$ cat config.mk
export PLATFORM = sky130hd
export DESIGN_NAME = footswitch_channel_decoder
export DESIGN_NICKNAME = d
export VERILOG_FILES = /design/src/sv/fsd_pkg.sv /design/src/sv/fsd_front.sv /design/src/sv/fsd_queue.sv /design/src/sv/fsd_back.sv /design/src/sv/footswitch_channel_decoder.sv
export SDC_FILE = /design/constraint.sdc
export NUM_CORES = 1
export LEC_CHECK = 0
export BUFFER_PORTS_ARGS = -buffer_cell sky130_fd_sc_hd__buf_4
export CAP_MARGIN = 0
export CORE_ASPECT_RATIO = 0.6
export CORE_MARGIN = 3
export CORE_UTILIZATION = 50
export CTS_CLUSTER_SIZE = 16
export DETAILED_ROUTE_END_ITERATION = 8
export GPL_TIMING_DRIVEN = 0
export MAX_ROUTING_LAYER = met4
export PLACE_DENSITY = 0.67
export SLEW_MARGIN = 20
export SYNTH_ARGS = -nofsm -noshare
export SYNTH_HDL_FRONTEND = slang
export SYNTH_HIERARCHICAL = 1
export SYNTH_SLANG_ARGS = --single-unit
$ cat constraint.sdc
create_clock -name clock -period 9.8 [get_ports clock]
set_input_delay 1.96 -clock clock [delete_from_list [all_inputs] [get_ports clock]]
set_output_delay 1.96 -clock clock [all_outputs]
set_load 0.02 [all_outputs]
$ cat src/sv/fsd_pkg.sv
// Footswitch channel decoder package: selection modes, command codes,
// result and tick-record types and result builders. No dependencies.
`default_nettype none

package fsd_pkg;

   localparam int MAX_RESULTS = 4;
   localparam int QUEUE_DEPTH = 4;
   localparam logic [7:0] GUARD_RESET = 8'd50;
   localparam logic [1:0] ZIG_HIGH_RESET = 2'd2;

   localparam logic CSR_SWITCH_MODE = 1'b0;
   localparam logic CSR_GUARD_TICKS = 1'b1;

   typedef enum logic [1:0] {
      MODE_DISCRETE = 2'd0,
      MODE_RELAY    = 2'd1,
      MODE_RING     = 2'd2,
      MODE_ZIGZAG   = 2'd3
   } mode_type;

   typedef enum logic [1:0] {
      CMD_NONE = 2'd0,
      CMD_SET  = 2'd1,
      CMD_LOOP = 2'd2,
      CMD_AB   = 2'd3
   } cmd_type;

   typedef enum logic [1:0] {
      PB_NONE = 2'd0,
      PB_LOOP = 2'd1,
      PB_AB   = 2'd2
   } pb_type;

   typedef struct packed {
      cmd_type    cmd;
      logic [1:0] ch;
      pb_type     pb;
   } result_type;

   typedef struct packed {
      result_type [MAX_RESULTS-1:0] slot;
      logic [1:0]                   last_idx;
      logic                         block_front;
   } record_type;

   function automatic result_type mk_none();
      result_type r;
      r.cmd = CMD_NONE;
      r.ch  = 2'd0;
      r.pb  = PB_NONE;
      return r;
   endfunction

   function automatic result_type mk_set(input logic [1:0] ch);
      result_type r;
      r.cmd = CMD_SET;
      r.ch  = ch;
      r.pb  = PB_NONE;
      return r;
   endfunction

   function automatic result_type mk_loop(input logic prog);
      result_type r;
      r.cmd = CMD_LOOP;
      r.ch  = 2'd0;
      r.pb  = prog ? PB_LOOP : PB_NONE;
      return r;
   endfunction

   function automatic result_type mk_ab(input logic prog);
      result_type r;
      r.cmd = CMD_AB;
      r.ch  = 2'd0;
      r.pb  = prog ? PB_AB : PB_NONE;
      return r;
   endfunction

endpackage

`default_nettype wire

$ cat src/sv/fsd_front.sv
// Front end: configuration registers, contact edge detection, lockout and
// zigzag state; turns one poll tick into a tick record. Uses fsd_pkg.
`default_nettype none

module fsd_front (
   input  wire logic               clock,
   input  wire logic               reset,
   input  wire logic               csr_we,
   input  wire logic               csr_index,
   input  wire logic [7:0]         csr_wdata,
   input  wire logic               accept,
   input  wire logic [5:0]         contacts,
   input  wire logic [1:0]         amp_channel,
   input  wire logic               prog_mode,
   output fsd_pkg::record_type     rec
);

   fsd_pkg::mode_type mode_ff;
   logic [7:0]        guard_ticks_ff;
   logic [5:0]        prev_ff;
   logic              primed_ff;
   logic [7:0]        guard_ff;
   logic [1:0]        zl_ff, zl_in;
   logic [1:0]        zh_ff, zh_in;

   logic [5:0]             diff;
   logic                   t1, s1, t2, s2, act;
   fsd_pkg::result_type    a0, a1, b0, b1;
   logic [1:0]             a_n, b_n;
   logic [2:0]             total;
   logic [1:0]             cur1, want1, want2, rch;
   logic                   g1, g2;

   assign diff = contacts ^ prev_ff;
   assign t1   = diff[1];
   assign s1   = diff[2];
   assign t2   = diff[4];
   assign s2   = diff[5];
   assign act  = primed_ff && (guard_ff == 8'd0);

   always_comb begin
      a0    = fsd_pkg::mk_none();
      a1    = fsd_pkg::mk_none();
      a_n   = 2'd0;
      cur1  = amp_channel;
      zl_in = zl_ff;
      zh_in = zh_ff;
      g1    = 1'b0;
      want1 = t1 ? 2'd0 : 2'd1;
      rch   = {~contacts[2], ~contacts[1]};
      if (act && contacts[0]) begin
         case (mode_ff)
            fsd_pkg::MODE_DISCRETE: begin
               if (t1 || s1) begin
                  a_n = 2'd1;
                  if (amp_channel != want1) begin
                     a0   = fsd_pkg::mk_set(want1);
                     cur1 = want1;
                  end else begin
                     a0 = fsd_pkg::mk_loop(prog_mode);
                  end
               end
            end
            fsd_pkg::MODE_RELAY: begin
               if ((t1 || s1) && (amp_channel != rch)) begin
                  a0  = fsd_pkg::mk_set(rch);
                  a_n = 2'd1;
               end
            end
            fsd_pkg::MODE_RING: begin
               g1 = t1 || s1;
               if (t1 && s1) begin
                  a0  = fsd_pkg::mk_set(amp_channel - 2'd1);
                  a1  = fsd_pkg::mk_set(amp_channel + 2'd1);
                  a_n = 2'd2;
               end else if (t1) begin
                  a0  = fsd_pkg::mk_set(amp_channel - 2'd1);
                  a_n = 2'd1;
               end else if (s1) begin
                  a0  = fsd_pkg::mk_set(amp_channel + 2'd1);
                  a_n = 2'd1;
               end
            end
            default: begin
               g1 = t1 || s1;
               if (t1 && (amp_channel < 2'd2)) begin
                  zl_in = (amp_channel == 2'd0) ? 2'd1 : 2'd0;
               end
               if (s1 && (amp_channel > 2'd1)) begin
                  zh_in = (amp_channel == 2'd2) ? 2'd3 : 2'd2;
               end
               if (t1 && s1) begin
                  a0  = fsd_pkg::mk_set(zl_in);
                  a1  = fsd_pkg::mk_set(zh_in);
                  a_n = 2'd2;
               end else if (t1) begin
                  a0  = fsd_pkg::mk_set(zl_in);
                  a_n = 2'd1;
               end else if (s1) begin
                  a0  = fsd_pkg::mk_set(zh_in);
                  a_n = 2'd1;
               end
            end
         endcase
      end
   end

   always_comb begin
      b0    = fsd_pkg::mk_none();
      b1    = fsd_pkg::mk_none();
      b_n   = 2'd0;
      g2    = 1'b0;
      want2 = t2 ? 2'd2 : 2'd3;
      if (act && contacts[3]) begin
         if (mode_ff == fsd_pkg::MODE_DISCRETE) begin
            if (t2 || s2) begin
               b_n = 2'd1;
               b0  = (cur1 != want2) ? fsd_pkg::mk_set(want2) : fsd_pkg::mk_loop(prog_mode);
            end
         end else begin
            g2 = t2 || s2;
            if (s2 && t2) begin
               b0  = fsd_pkg::mk_loop(prog_mode);
               b1  = fsd_pkg::mk_ab(prog_mode);
               b_n = 2'd2;
            end else if (s2) begin
               b0  = fsd_pkg::mk_loop(prog_mode);
               b_n = 2'd1;
            end else if (t2) begin
               b0  = fsd_pkg::mk_ab(prog_mode);
               b_n = 2'd1;
            end
         end
      end
   end

   always_comb begin
      rec.slot[0] = a0;
      rec.slot[1] = a1;
      rec.slot[2] = fsd_pkg::mk_none();
      rec.slot[3] = fsd_pkg::mk_none();
      case (a_n)
         2'd0: begin
            rec.slot[0] = b0;
            rec.slot[1] = b1;
         end
         2'd1: begin
            rec.slot[1] = b0;
            rec.slot[2] = b1;
         end
         default: begin
            rec.slot[2] = b0;
            rec.slot[3] = b1;
         end
      endcase
      total            = {1'b0, a_n} + {1'b0, b_n};
      rec.last_idx     = (total == 3'd0) ? 2'd0 : 2'(total - 3'd1);
      rec.block_front  = (mode_ff == fsd_pkg::MODE_RELAY) && contacts[0];
   end

   always_ff @(posedge clock) begin
      if (reset) begin
         mode_ff        <= fsd_pkg::MODE_DISCRETE;
         guard_ticks_ff <= fsd_pkg::GUARD_RESET;
      end else if (csr_we) begin
         case (csr_index)
            fsd_pkg::CSR_SWITCH_MODE: mode_ff        <= fsd_pkg::mode_type'(csr_wdata[1:0]);
            default:                  guard_ticks_ff <= csr_wdata;
         endcase
      end
   end

   always_ff @(posedge clock) begin
      if (reset) begin
         prev_ff   <= 6'd0;
         primed_ff <= 1'b0;
         guard_ff  <= 8'd0;
         zl_ff     <= 2'd0;
         zh_ff     <= fsd_pkg::ZIG_HIGH_RESET;
      end else if (accept) begin
         prev_ff <= contacts;
         zl_ff   <= zl_in;
         zh_ff   <= zh_in;
         if (!primed_ff) begin
            primed_ff <= 1'b1;
         end else if (guard_ff != 8'd0) begin
            guard_ff <= guard_ff - 8'd1;
         end else if (g1 || g2) begin
            guard_ff <= guard_ticks_ff;
         end
      end
   end

   a_guard_primed: assert property (@(posedge clock) disable iff (reset)
      (guard_ff != 8'd0) |-> primed_ff)
      else $error("lockout running before first tick");

endmodule

`default_nettype wire

$ cat src/sv/fsd_queue.sv
// Tick-record queue between the front end and the result sequencer.
// Register file with read and write pointers. Uses fsd_pkg.
`default_nettype none

module fsd_queue #(
   parameter int DEPTH = fsd_pkg::QUEUE_DEPTH
) (
   input  wire logic                clock,
   input  wire logic                reset,
   input  wire logic                wr_en,
   input  wire fsd_pkg::record_type wr_data,
   input  wire logic                rd_en,
   output fsd_pkg::record_type      rd_data,
   output logic                     full,
   output logic                     empty
);

   localparam int PW = (DEPTH > 1) ? $clog2(DEPTH) : 1;
   localparam int CW = $clog2(DEPTH + 1);

   fsd_pkg::record_type mem_ff [DEPTH];
   logic [PW-1:0] wp_ff, rp_ff;
   logic [CW-1:0] cnt_ff;

   assign full    = (cnt_ff == CW'(DEPTH));
   assign empty   = (cnt_ff == '0);
   assign rd_data = mem_ff[rp_ff];

   function automatic logic [PW-1:0] nxt(input logic [PW-1:0] p);
      return (p == PW'(DEPTH - 1)) ? '0 : p + PW'(1);
   endfunction

   always_ff @(posedge clock) begin
      if (wr_en) begin
         mem_ff[wp_ff] <= wr_data;
      end
   end

   always_ff @(posedge clock) begin
      if (reset) begin
         wp_ff  <= '0;
         rp_ff  <= '0;
         cnt_ff <= '0;
      end else begin
         if (wr_en) begin
            wp_ff <= nxt(wp_ff);
         end
         if (rd_en) begin
            rp_ff <= nxt(rp_ff);
         end
         if (wr_en && !rd_en) begin
            cnt_ff <= cnt_ff + CW'(1);
         end else if (rd_en && !wr_en) begin
            cnt_ff <= cnt_ff - CW'(1);
         end
      end
   end

   a_no_overflow: assert property (@(posedge clock) disable iff (reset)
      full |-> !wr_en)
      else $error("write into full queue");

   a_no_underflow: assert property (@(posedge clock) disable iff (reset)
      empty |-> !rd_en)
      else $error("read from empty queue");

endmodule

`default_nettype wire

$ cat src/sv/fsd_back.sv
// Back end: walks the head tick record one result per cycle into the
// result register while each result is popped. Uses fsd_pkg.
`default_nettype none

module fsd_back (
   input  wire logic                clock,
   input  wire logic                reset,
   input  wire fsd_pkg::record_type head,
   input  wire logic                head_empty,
   output logic                     head_pop,
   input  wire logic                pop,
   output logic                     empty,
   output fsd_pkg::result_type      res,
   output logic                     res_block_front,
   output logic                     res_last
);

   logic [1:0]          k_ff;
   logic                valid_ff;
   fsd_pkg::result_type res_ff;
   logic                bf_ff, last_ff;
   logic                load, is_last;

   assign load     = !head_empty && (!valid_ff || pop);
   assign is_last  = (k_ff == head.last_idx);
   assign head_pop = load && is_last;

   assign empty           = !valid_ff;
   assign res             = res_ff;
   assign res_block_front = bf_ff;
   assign res_last        = last_ff;

   always_ff @(posedge clock) begin
      if (load) begin
         res_ff  <= head.slot[k_ff];
         bf_ff   <= head.block_front;
         last_ff <= is_last;
      end
   end

   always_ff @(posedge clock) begin
      if (reset) begin
         valid_ff <= 1'b0;
         k_ff     <= 2'd0;
      end else begin
         if (load) begin
            valid_ff <= 1'b1;
            k_ff     <= is_last ? 2'd0 : k_ff + 2'd1;
         end else if (pop) begin
            valid_ff <= 1'b0;
         end
      end
   end

   a_index_in_record: assert property (@(posedge clock) disable iff (reset)
      !head_empty |-> (k_ff <= head.last_idx))
      else $error("result index past end of record");

   a_record_end: assert property (@(posedge clock) disable iff (reset)
      head_pop |=> (k_ff == 2'd0) && last_ff)
      else $error("record retired without last result");

endmodule

`default_nettype wire

$ cat src/sv/footswitch_channel_decoder.sv
// Footswitch channel decoder top level: front end, tick-record queue, back end.
// An accepted tick is written into the queue, then its first result into the result register.
// Throughput: one tick per cycle in while the queue has room, one result per cycle out while
// pop is held; a tick yields 1 to 4 results and the queue holds QDEPTH ticks.
// Reset: synchronous, active high; mode discrete, guard 50, queue and result empty.
`default_nettype none

module footswitch_channel_decoder #(
   parameter int QDEPTH = fsd_pkg::QUEUE_DEPTH
) (
   input  wire logic       clock,
   input  wire logic       reset,
   input  wire logic       csr_we,
   input  wire logic       csr_index,
   input  wire logic [7:0] csr_wdata,
   input  wire logic       push,
   output logic            full,
   input  wire logic       req_sw1_present,
   input  wire logic       req_sw1_tip,
   input  wire logic       req_sw1_sleeve,
   input  wire logic       req_sw2_present,
   input  wire logic       req_sw2_tip,
   input  wire logic       req_sw2_sleeve,
   input  wire logic [1:0] req_amp_channel,
   input  wire logic       req_prog_mode,
   output logic            empty,
   input  wire logic       pop,
   output logic [1:0]      rsp_command,
   output logic [1:0]      rsp_channel,
   output logic [1:0]      rsp_prog_button,
   output logic            rsp_block_front,
   output logic            rsp_last
);

   fsd_pkg::record_type front_rec, head_rec;
   fsd_pkg::result_type res;
   logic                accept, q_empty, head_pop;

   assign accept = push && !full;

   fsd_front u_front (
      .clock       (clock),
      .reset       (reset),
      .csr_we      (csr_we),
      .csr_index   (csr_index),
      .csr_wdata   (csr_wdata),
      .accept      (accept),
      .contacts    ({req_sw2_sleeve, req_sw2_tip, req_sw2_present,
                     req_sw1_sleeve, req_sw1_tip, req_sw1_present}),
      .amp_channel (req_amp_channel),
      .prog_mode   (req_prog_mode),
      .rec         (front_rec)
   );

   fsd_queue #(.DEPTH(QDEPTH)) u_queue (
      .clock   (clock),
      .reset   (reset),
      .wr_en   (accept),
      .wr_data (front_rec),
      .rd_en   (head_pop),
      .rd_data (head_rec),
      .full    (full),
      .empty   (q_empty)
   );

   fsd_back u_back (
      .clock           (clock),
      .reset           (reset),
      .head            (head_rec),
      .head_empty      (q_empty),
      .head_pop        (head_pop),
      .pop             (pop),
      .empty           (empty),
      .res             (res),
      .res_block_front (rsp_block_front),
      .res_last        (rsp_last)
   );

   assign rsp_command     = res.cmd;
   assign rsp_channel     = res.ch;
   assign rsp_prog_button = res.pb;

endmodule

`default_nettype wire
==> impl_metrics.json, run 1 <==
{
  "status": "complete, no violations",
  "path_max_fanout": 8,
  "max_freq_mhz": 199.1,
  "wire_per_inst_um": 19.40,
  "cts.sinks": 155,
  "hpwl_um": 10420,
  "leakage_nw": 3.021,
  "io_buffers": 32,
  "clk_latency_ns": 0.43,
  "hold_buffers": 0,
  "clk_transition_reported_paths_ns": 0.06,
  "drv_slew": 0,
  "tns_ns": 0,
  "wl_um": 15110,
  "firstDrtPassIters": 5,
  "synth_area_per_cell_um2": 13.84,
  "r2r_start": "u_front/prev_ff[1]$_SDFFE_PP0P_",
  "finalCritPeriodShare": 0.5125,
  "yosysSeqAreaShare": 0.5938,
  "die_w_um": 160.7,
  "max-slew-margin-rel": 0.3386,
  "fin_crit_ns": 5.022,
  "yosysTopAreaCell": "edfxtp_1",
  "ant_nets": 0,
  "powerDensity_nw_per_um2": 248.7,
  "start_util": 0.5191,
  "synth.most_common_cell": "edfxtp_1",
  "hp-start": "u_front/guard_ticks_ff[6]$_SDFFE_PP0P_",
  "cts_setup_buffers": 0,
  "setup_viol": 0,
  "vias": 4498,
  "layout_setup_ws_ns": 4.778,
  "drc": 0,
  "hold_viol_final": 0,
  "cts_tree": "yes",
  "cts_max_level": 4,
  "r2r_cells": 7,
  "num_rows": 33,
  "worst_clock_skew_ns": 0.01302,
  "final_core_util": 0.5979,
  "grt_pass1_wl_um": 24430,
  "final_nets": 617,
  "worst-setup-path-type": "in2reg",
  "first_iter_violations": 480,
  "multi_input_area_um2": 2666,
  "overflow": 0,
  "synthTopCellsByCount": "edfxtp_1 (116), nor2_1 (49), nand2_1 (43)",
  "grt_antenna_before_repair": 0,
  "pre_cts_ws_ns": 4.479,
  "ff_latch_area_um2": 4264,
  "startpoint_type": "input port",
  "ys_warn_count": 6,
  "cp.arrival_ns": 5.16,
  "die_area_um2": 15880,
  "yosys-top-cells-area": "edfxtp_1 (49%), dfxtp_1 (11%), mux4_2 (6.3%)",
  "clock_path_buffers": 2,
  "async_flop_share": 0,
  "maxCapViolCount": 0,
  "cts_resized": 0,
  "grt_use_total": 0.2087,
  "min_path_cells": 2,
  "synth_edf_count": 116,
  "hp-class": "reg2reg",
  "root_buffer": "clkbuf_16",
  "grt_pass1_vias": 4319,
  "ios": 33,
  "holdPathEnd": "u_front/guard_ticks_ff[6]$_SDFFE_PP0P_",
  "fp.coreArea_um2": 13830,
  "num_antenna_cells": 0,
  "r2r_end": "u_queue/mem_ff[0][13]$_DFFE_PP_",
  "routabilityCongestion": 0.8811,
  "dieHeight_um": 98.83,
  "dpl.cell_count": 747,
  "cp-end-kind": "flop",
  "drive_gt1_frac": 0.1959,
  "syn-instance-count": 519,
  "synth_area_um2": 7181,
  "final_cells": 779,
  "rsz0062_at_grt": "no",
  "required_ns": 9.94,
  "yosysUniqueCellTypes": 66,
  "syn2layout_area_growth_pct": 15.18,
  "synth_seq_cells": 155,
  "worst_pin_slew_ns": 0.9885,
  "yosysTopAreaCellShare": 0.4851,
  "fillers": 1111,
  "synth_top_flop_cell": "edfxtp_1",
  "grt_max_degree": 28,
  "cts_made_buffers": 17,
  "via_per_inst": 5.774,
  "r2r_slack_ns": 6.02,
  "vdd_drop_max_mv": 0.1447
}
==> stage by stage <==
| step | instance area (µm²) | hold WS [ns] | power, W |
|---|---|---|---|
| 2_1_floorplan | 7196 | 0.4302 | 0.001256 |
| 3_3_place_gp | 7676 | 0.4503 | 0.001399 |
| 3_5_place_dp | 7681 | 0.4534 | 0.001416 |
| 4_1_cts | 8270 | 0.4617 | 0.002072 |
| 5_1_grt | 8270 | 0.4732 | 0.002160 |
| 6_report | 8270 | 0.4631 | 0.002057 |
==> flip-flops by register name, summed over array words and instances (netlist names), named ones only <==
name                    count
u_back/k_ff                 2
u_back/res                  6
u_back/res_block_front      1
u_back/res_last             1
u_back/valid_ff             1
u_front/guard_ff            8
u_front/guard_ticks_ff      8
u_front/mode_ff             2
u_front/prev_ff             4
u_front/primed_ff           1
u_front/zh_ff               2
u_front/zl_ff               2
u_queue/cnt_ff              3
u_queue/mem_ff            108
u_queue/rp_ff               2
u_queue/wp_ff               2
==> cell type report <==
cell class                 count  share of cell area
tap                          192             0.02905
inverter                      19            0.008623
buffer                        28             0.02405
clock inverter                14             0.01936
multi-input combinational    321              0.3224
clock buffer                  18             0.05189
timing repair buffer          32             0.02905
sequential                   155              0.5156
==> power breakdown <==
part           switching, W  leakage, nW  internal [W]
combinational      0.000307         1.31      0.000254
clock              0.000274        0.275      0.000381
sequential        0.0000319         1.44      0.000808
==> worst max-delay path, stage by stage <==
cell,delay (ns)
buf_4,0.13
xor2_1,0.38
clkinv_1,0.37
ha_1,0.41
or4_1,0.51
a31oi_1,0.66
o21ai_0,0.15
a211oi_1,0.58
==> logic make-up (layout without fill, tap and decap cells) <==
kind of cell,count (synthesis),after routing,share of synthesized area
AOI/OAI and AO/OA,78,78,0.07371
muxes,49,49,0.1329
xor gates and xnor gates,12,12,0.01464
other,1,5,0.0005222
DFF,155,155,0.5938
adders and majority gates,20,20,0.03694
buffers and inverters,47,111,0.03763
and+or+nand+nor,157,157,0.1098
==> placed cells by master, fill, tap and decap left out, drive strengths merged, types with 18 or more instances in the layout <==
| cell | synthesis | routed |
|---|---|---|
| nand2 | 43 | 43 |
| o21ai | 19 | 19 |
| dfxtp | 39 | 39 |
| mux4 | 33 | 33 |
| nor2 | 49 | 49 |
| inv | 18 | 24 |
| clkbuf | 9 | 27 |
| ha | 18 | 18 |
| buf | 19 | 51 |
| edfxtp | 116 | 116 |
| a21oi | 21 | 21 |
==> layer usage <==
| layer | vias to the layer above | wire length [µm] | GRT usage |
|---|---|---|---|
| met5 | - | 0 | - |
| met4 | 0 | 153 | 0.04759 |
| met3 | 16 | 1062 | 0.04830 |
| met2 | 160 | 6406 | 0.2790 |
| met1 | 2232 | 7488 | 0.3240 |
| li1 | 2090 | - | - |
==> worst max path at each step <==
| stage | start | end | slack [ns] | cells past startpoint |
|---|---|---|---|---|
| finish | req_sw1_tip | u_queue/mem_ff[0][13]$_DFFE_PP_ | 4.78 | 8 |
| global placement | req_sw1_tip | u_queue/mem_ff[0][13]$_DFFE_PP_ | 4.51 | 8 |
| detailed placement | req_sw1_tip | u_queue/mem_ff[1][13]$_DFFE_PP_ | 4.48 | 8 |
| global route | req_sw1_tip | u_queue/mem_ff[2][13]$_DFFE_PP_ | 4.63 | 8 |
| CTS | req_sw1_tip | u_queue/mem_ff[0][13]$_DFFE_PP_ | 4.92 | 8 |
| floorplan | req_sw1_tip | u_queue/mem_ff[0][13]$_DFFE_PP_ | 5.32 | 7 |
Note: power is estimated with default switching activity, not from simulation.
==> inputs of run 2 (changes only) <==
PLACE_DENSITY = 0.7   (was 0.67)
clock period = 4.3 ns   (was 9.8 ns; I/O delays follow)
==> run 2 against run 1 <==
Core utilization grew 0.43 points. Clock skew is 0.0031 ns lower. Sequential share of layout area shrank 0.36 points. Highest routed layer unchanged. Power is 140% higher. Setup slack worse by 4.3 ns. Critical endpoint is now u_queue/mem_ff[3][13]$_DFFE_PP_. Design area up 0.71%. Routed wire length increased by 0.45%. Largest cell class unchanged. Final cell count stayed put. Flip-flop and latch count unchanged.
==> impl_metrics.json, run 2 (synthesized netlist as in run 1, its figures left out) <==
{
  "setup_viol": 0,
  "clk_transition_reported_paths_ns": 0.06,
  "powerDensity_nw_per_um2": 580.6,
  "cp.arrival_ns": 3.96,
  "drc": 0,
  "root_buffer": "clkbuf_16",
  "hp-class": "reg2reg",
  "ff_latch_area_um2": 4264,
  "leakage_nw": 3.046,
  "path_max_fanout": 8,
  "layout_commonest_cell": "edfxtp_1",
  "dpl.cell_count": 747,
  "cts_tree": "yes",
  "cts.sinks": 155,
  "num_antenna_cells": 0,
  "tns_ns": 0,
  "worst_clock_skew_ns": 0.009901,
  "status": "complete, no violations",
  "fillers": 1058,
  "cts_resized": 0,
  "final_area_um2": 8329,
  "top_regs": "u_queue/mem_ff x108, u_front/guard_ff x8, u_front/guard_ticks_ff x8",
  "cp_slowest_stage_delay_ns": 0.63,
  "drive_gt1_frac": 0.1959,
  "vias": 4506,
  "grt_use_total": 0.2050,
  "io_buffers": 32,
  "mostFrequentLayoutCells": "edfxtp_1 (116), nor2_1 (49), nand2_1 (43), dfxtp_1 (39), buf_4 (38)",
  "die_w_um": 160.7,
  "finalCritPeriodShare": 0.8840,
  "required_ns": 4.46,
  "cp_cell_sequence": "buf_4, xor2_1, clkinv_1, ha_1, or4_1, a31oi_1, o21ai_0, a211oi_1",
  "wl_um": 15180,
  "hold_buffers": 0,
  "start_util": 0.5191,
  "worst_pin_slew_ns": 1.027,
  "vdd_drop_max_mv": 0.2811,
  "largest_reg_flops": 108,
  "rsz0062_at_grt": "no",
  "dieHeight_um": 98.83,
  "cts_made_buffers": 17,
  "final_cells": 779,
  "crit_family": "compound AO/OA/AOI/OAI gates",
  "routabilityCongestion": 0.9122,
  "timing.critical_path.buf_inv": 2,
  "multi_input_area_um2": 2666,
  "ant_nets": 0,
  "worst-setup-path-type": "in2reg",
  "max_freq_mhz": 263.1,
  "firstDrtPassIters": 5,
  "fp.coreArea_um2": 13830,
  "final_core_util": 0.6022,
  "maxCapViolCount": 0,
  "via_per_inst": 5.784,
  "grt_pass1_wl_um": 23900,
  "first_iter_violations": 452,
  "final_nets": 617,
  "num_rows": 33,
  "grt_antenna_before_repair": 0,
  "clk_latency_ns": 0.42,
  "placed_area_um2": 7681,
  "cp-end-kind": "flop",
  "top_register": "u_queue/mem_ff",
  "cts_setup_buffers": 0,
  "grt_pass1_vias": 4416,
  "die_area_um2": 15880,
  "clock_path_buffers": 2,
  "hold_viol_final": 0,
  "cts_max_level": 4,
  "syn2layout_area_growth_pct": 16.00,
  "fin_crit_ns": 3.801,
  "hpwl_um": 10310,
  "wire_per_inst_um": 19.48,
  "ios": 33,
  "hold_slack_ns": 0.4584,
  "overflow": 0,
  "cpMaxStageDelayCell": "a31oi_1",
  "startpoint_type": "input port",
  "grt_max_degree": 28,
  "drv_slew": 0,
  "max-slew-margin-rel": 0.3088
}
run 2: routing by layer:
layer  track usage  routed length (µm)
met1        0.2832                7281
met2        0.2920                6669
met3       0.06090                1059
met4       0.07072                 167
met5             -                   0
run 2: worst paths after layout:
| path | start | end | slack (ns) | cells past startpoint |
|---|---|---|---|---|
| max reg2reg | u_front/prev_ff[1]$_SDFFE_PP0P_ | u_queue/mem_ff[3][13]$_DFFE_PP_ | 0.65 | 7 |
| min reg2reg | u_front/guard_ticks_ff[6]$_SDFFE_PP0P_ | u_front/guard_ticks_ff[6]$_SDFFE_PP0P_ | 0.46 | 2 |
| min | u_front/guard_ticks_ff[6]$_SDFFE_PP0P_ | u_front/guard_ticks_ff[6]$_SDFFE_PP0P_ | 0.46 | 2 |
| max | req_sw1_tip | u_queue/mem_ff[3][13]$_DFFE_PP_ | 0.50 | 8 |
run 2: stage by stage:
step,setup slack (ns),total power (W)
floorplan,0.9219,0.002863
global placement,0.3325,0.003181
detailed placement,0.1119,0.003215
CTS,0.5572,0.004862
global route,0.2837,0.005055
finish,0.4990,0.004836
run 2: area by class of cell:
type                            instances  area share
Buffer                                 28     0.02388
Clock buffer                           19     0.05198
Clock inverter                         13     0.02584
Inverter                               19    0.008562
Multi-Input combinational cell        321      0.3201
Sequential cell                       155      0.5119
Tap cell                              192     0.02884
Timing Repair Buffer                   32     0.02884
run 2: worst reg2reg max path, cell delays in order, from the launching register on:
cell      delay [ns]
dfxtp_1         0.39
xor2_1          0.44
clkinv_1        0.37
ha_1            0.40
or4_1           0.52
a31oi_1         0.63
o21ai_0         0.16
a211oi_1        0.48
run 2: power by group:
part / switching (W) / internal [W] / total [W]
Combinational: 0.000701 / 0.000579 / 0.00128
Clock: 0.000601 / 0.00104 / 0.00164
Sequential: 0.0000765 / 0.00184 / 0.00192
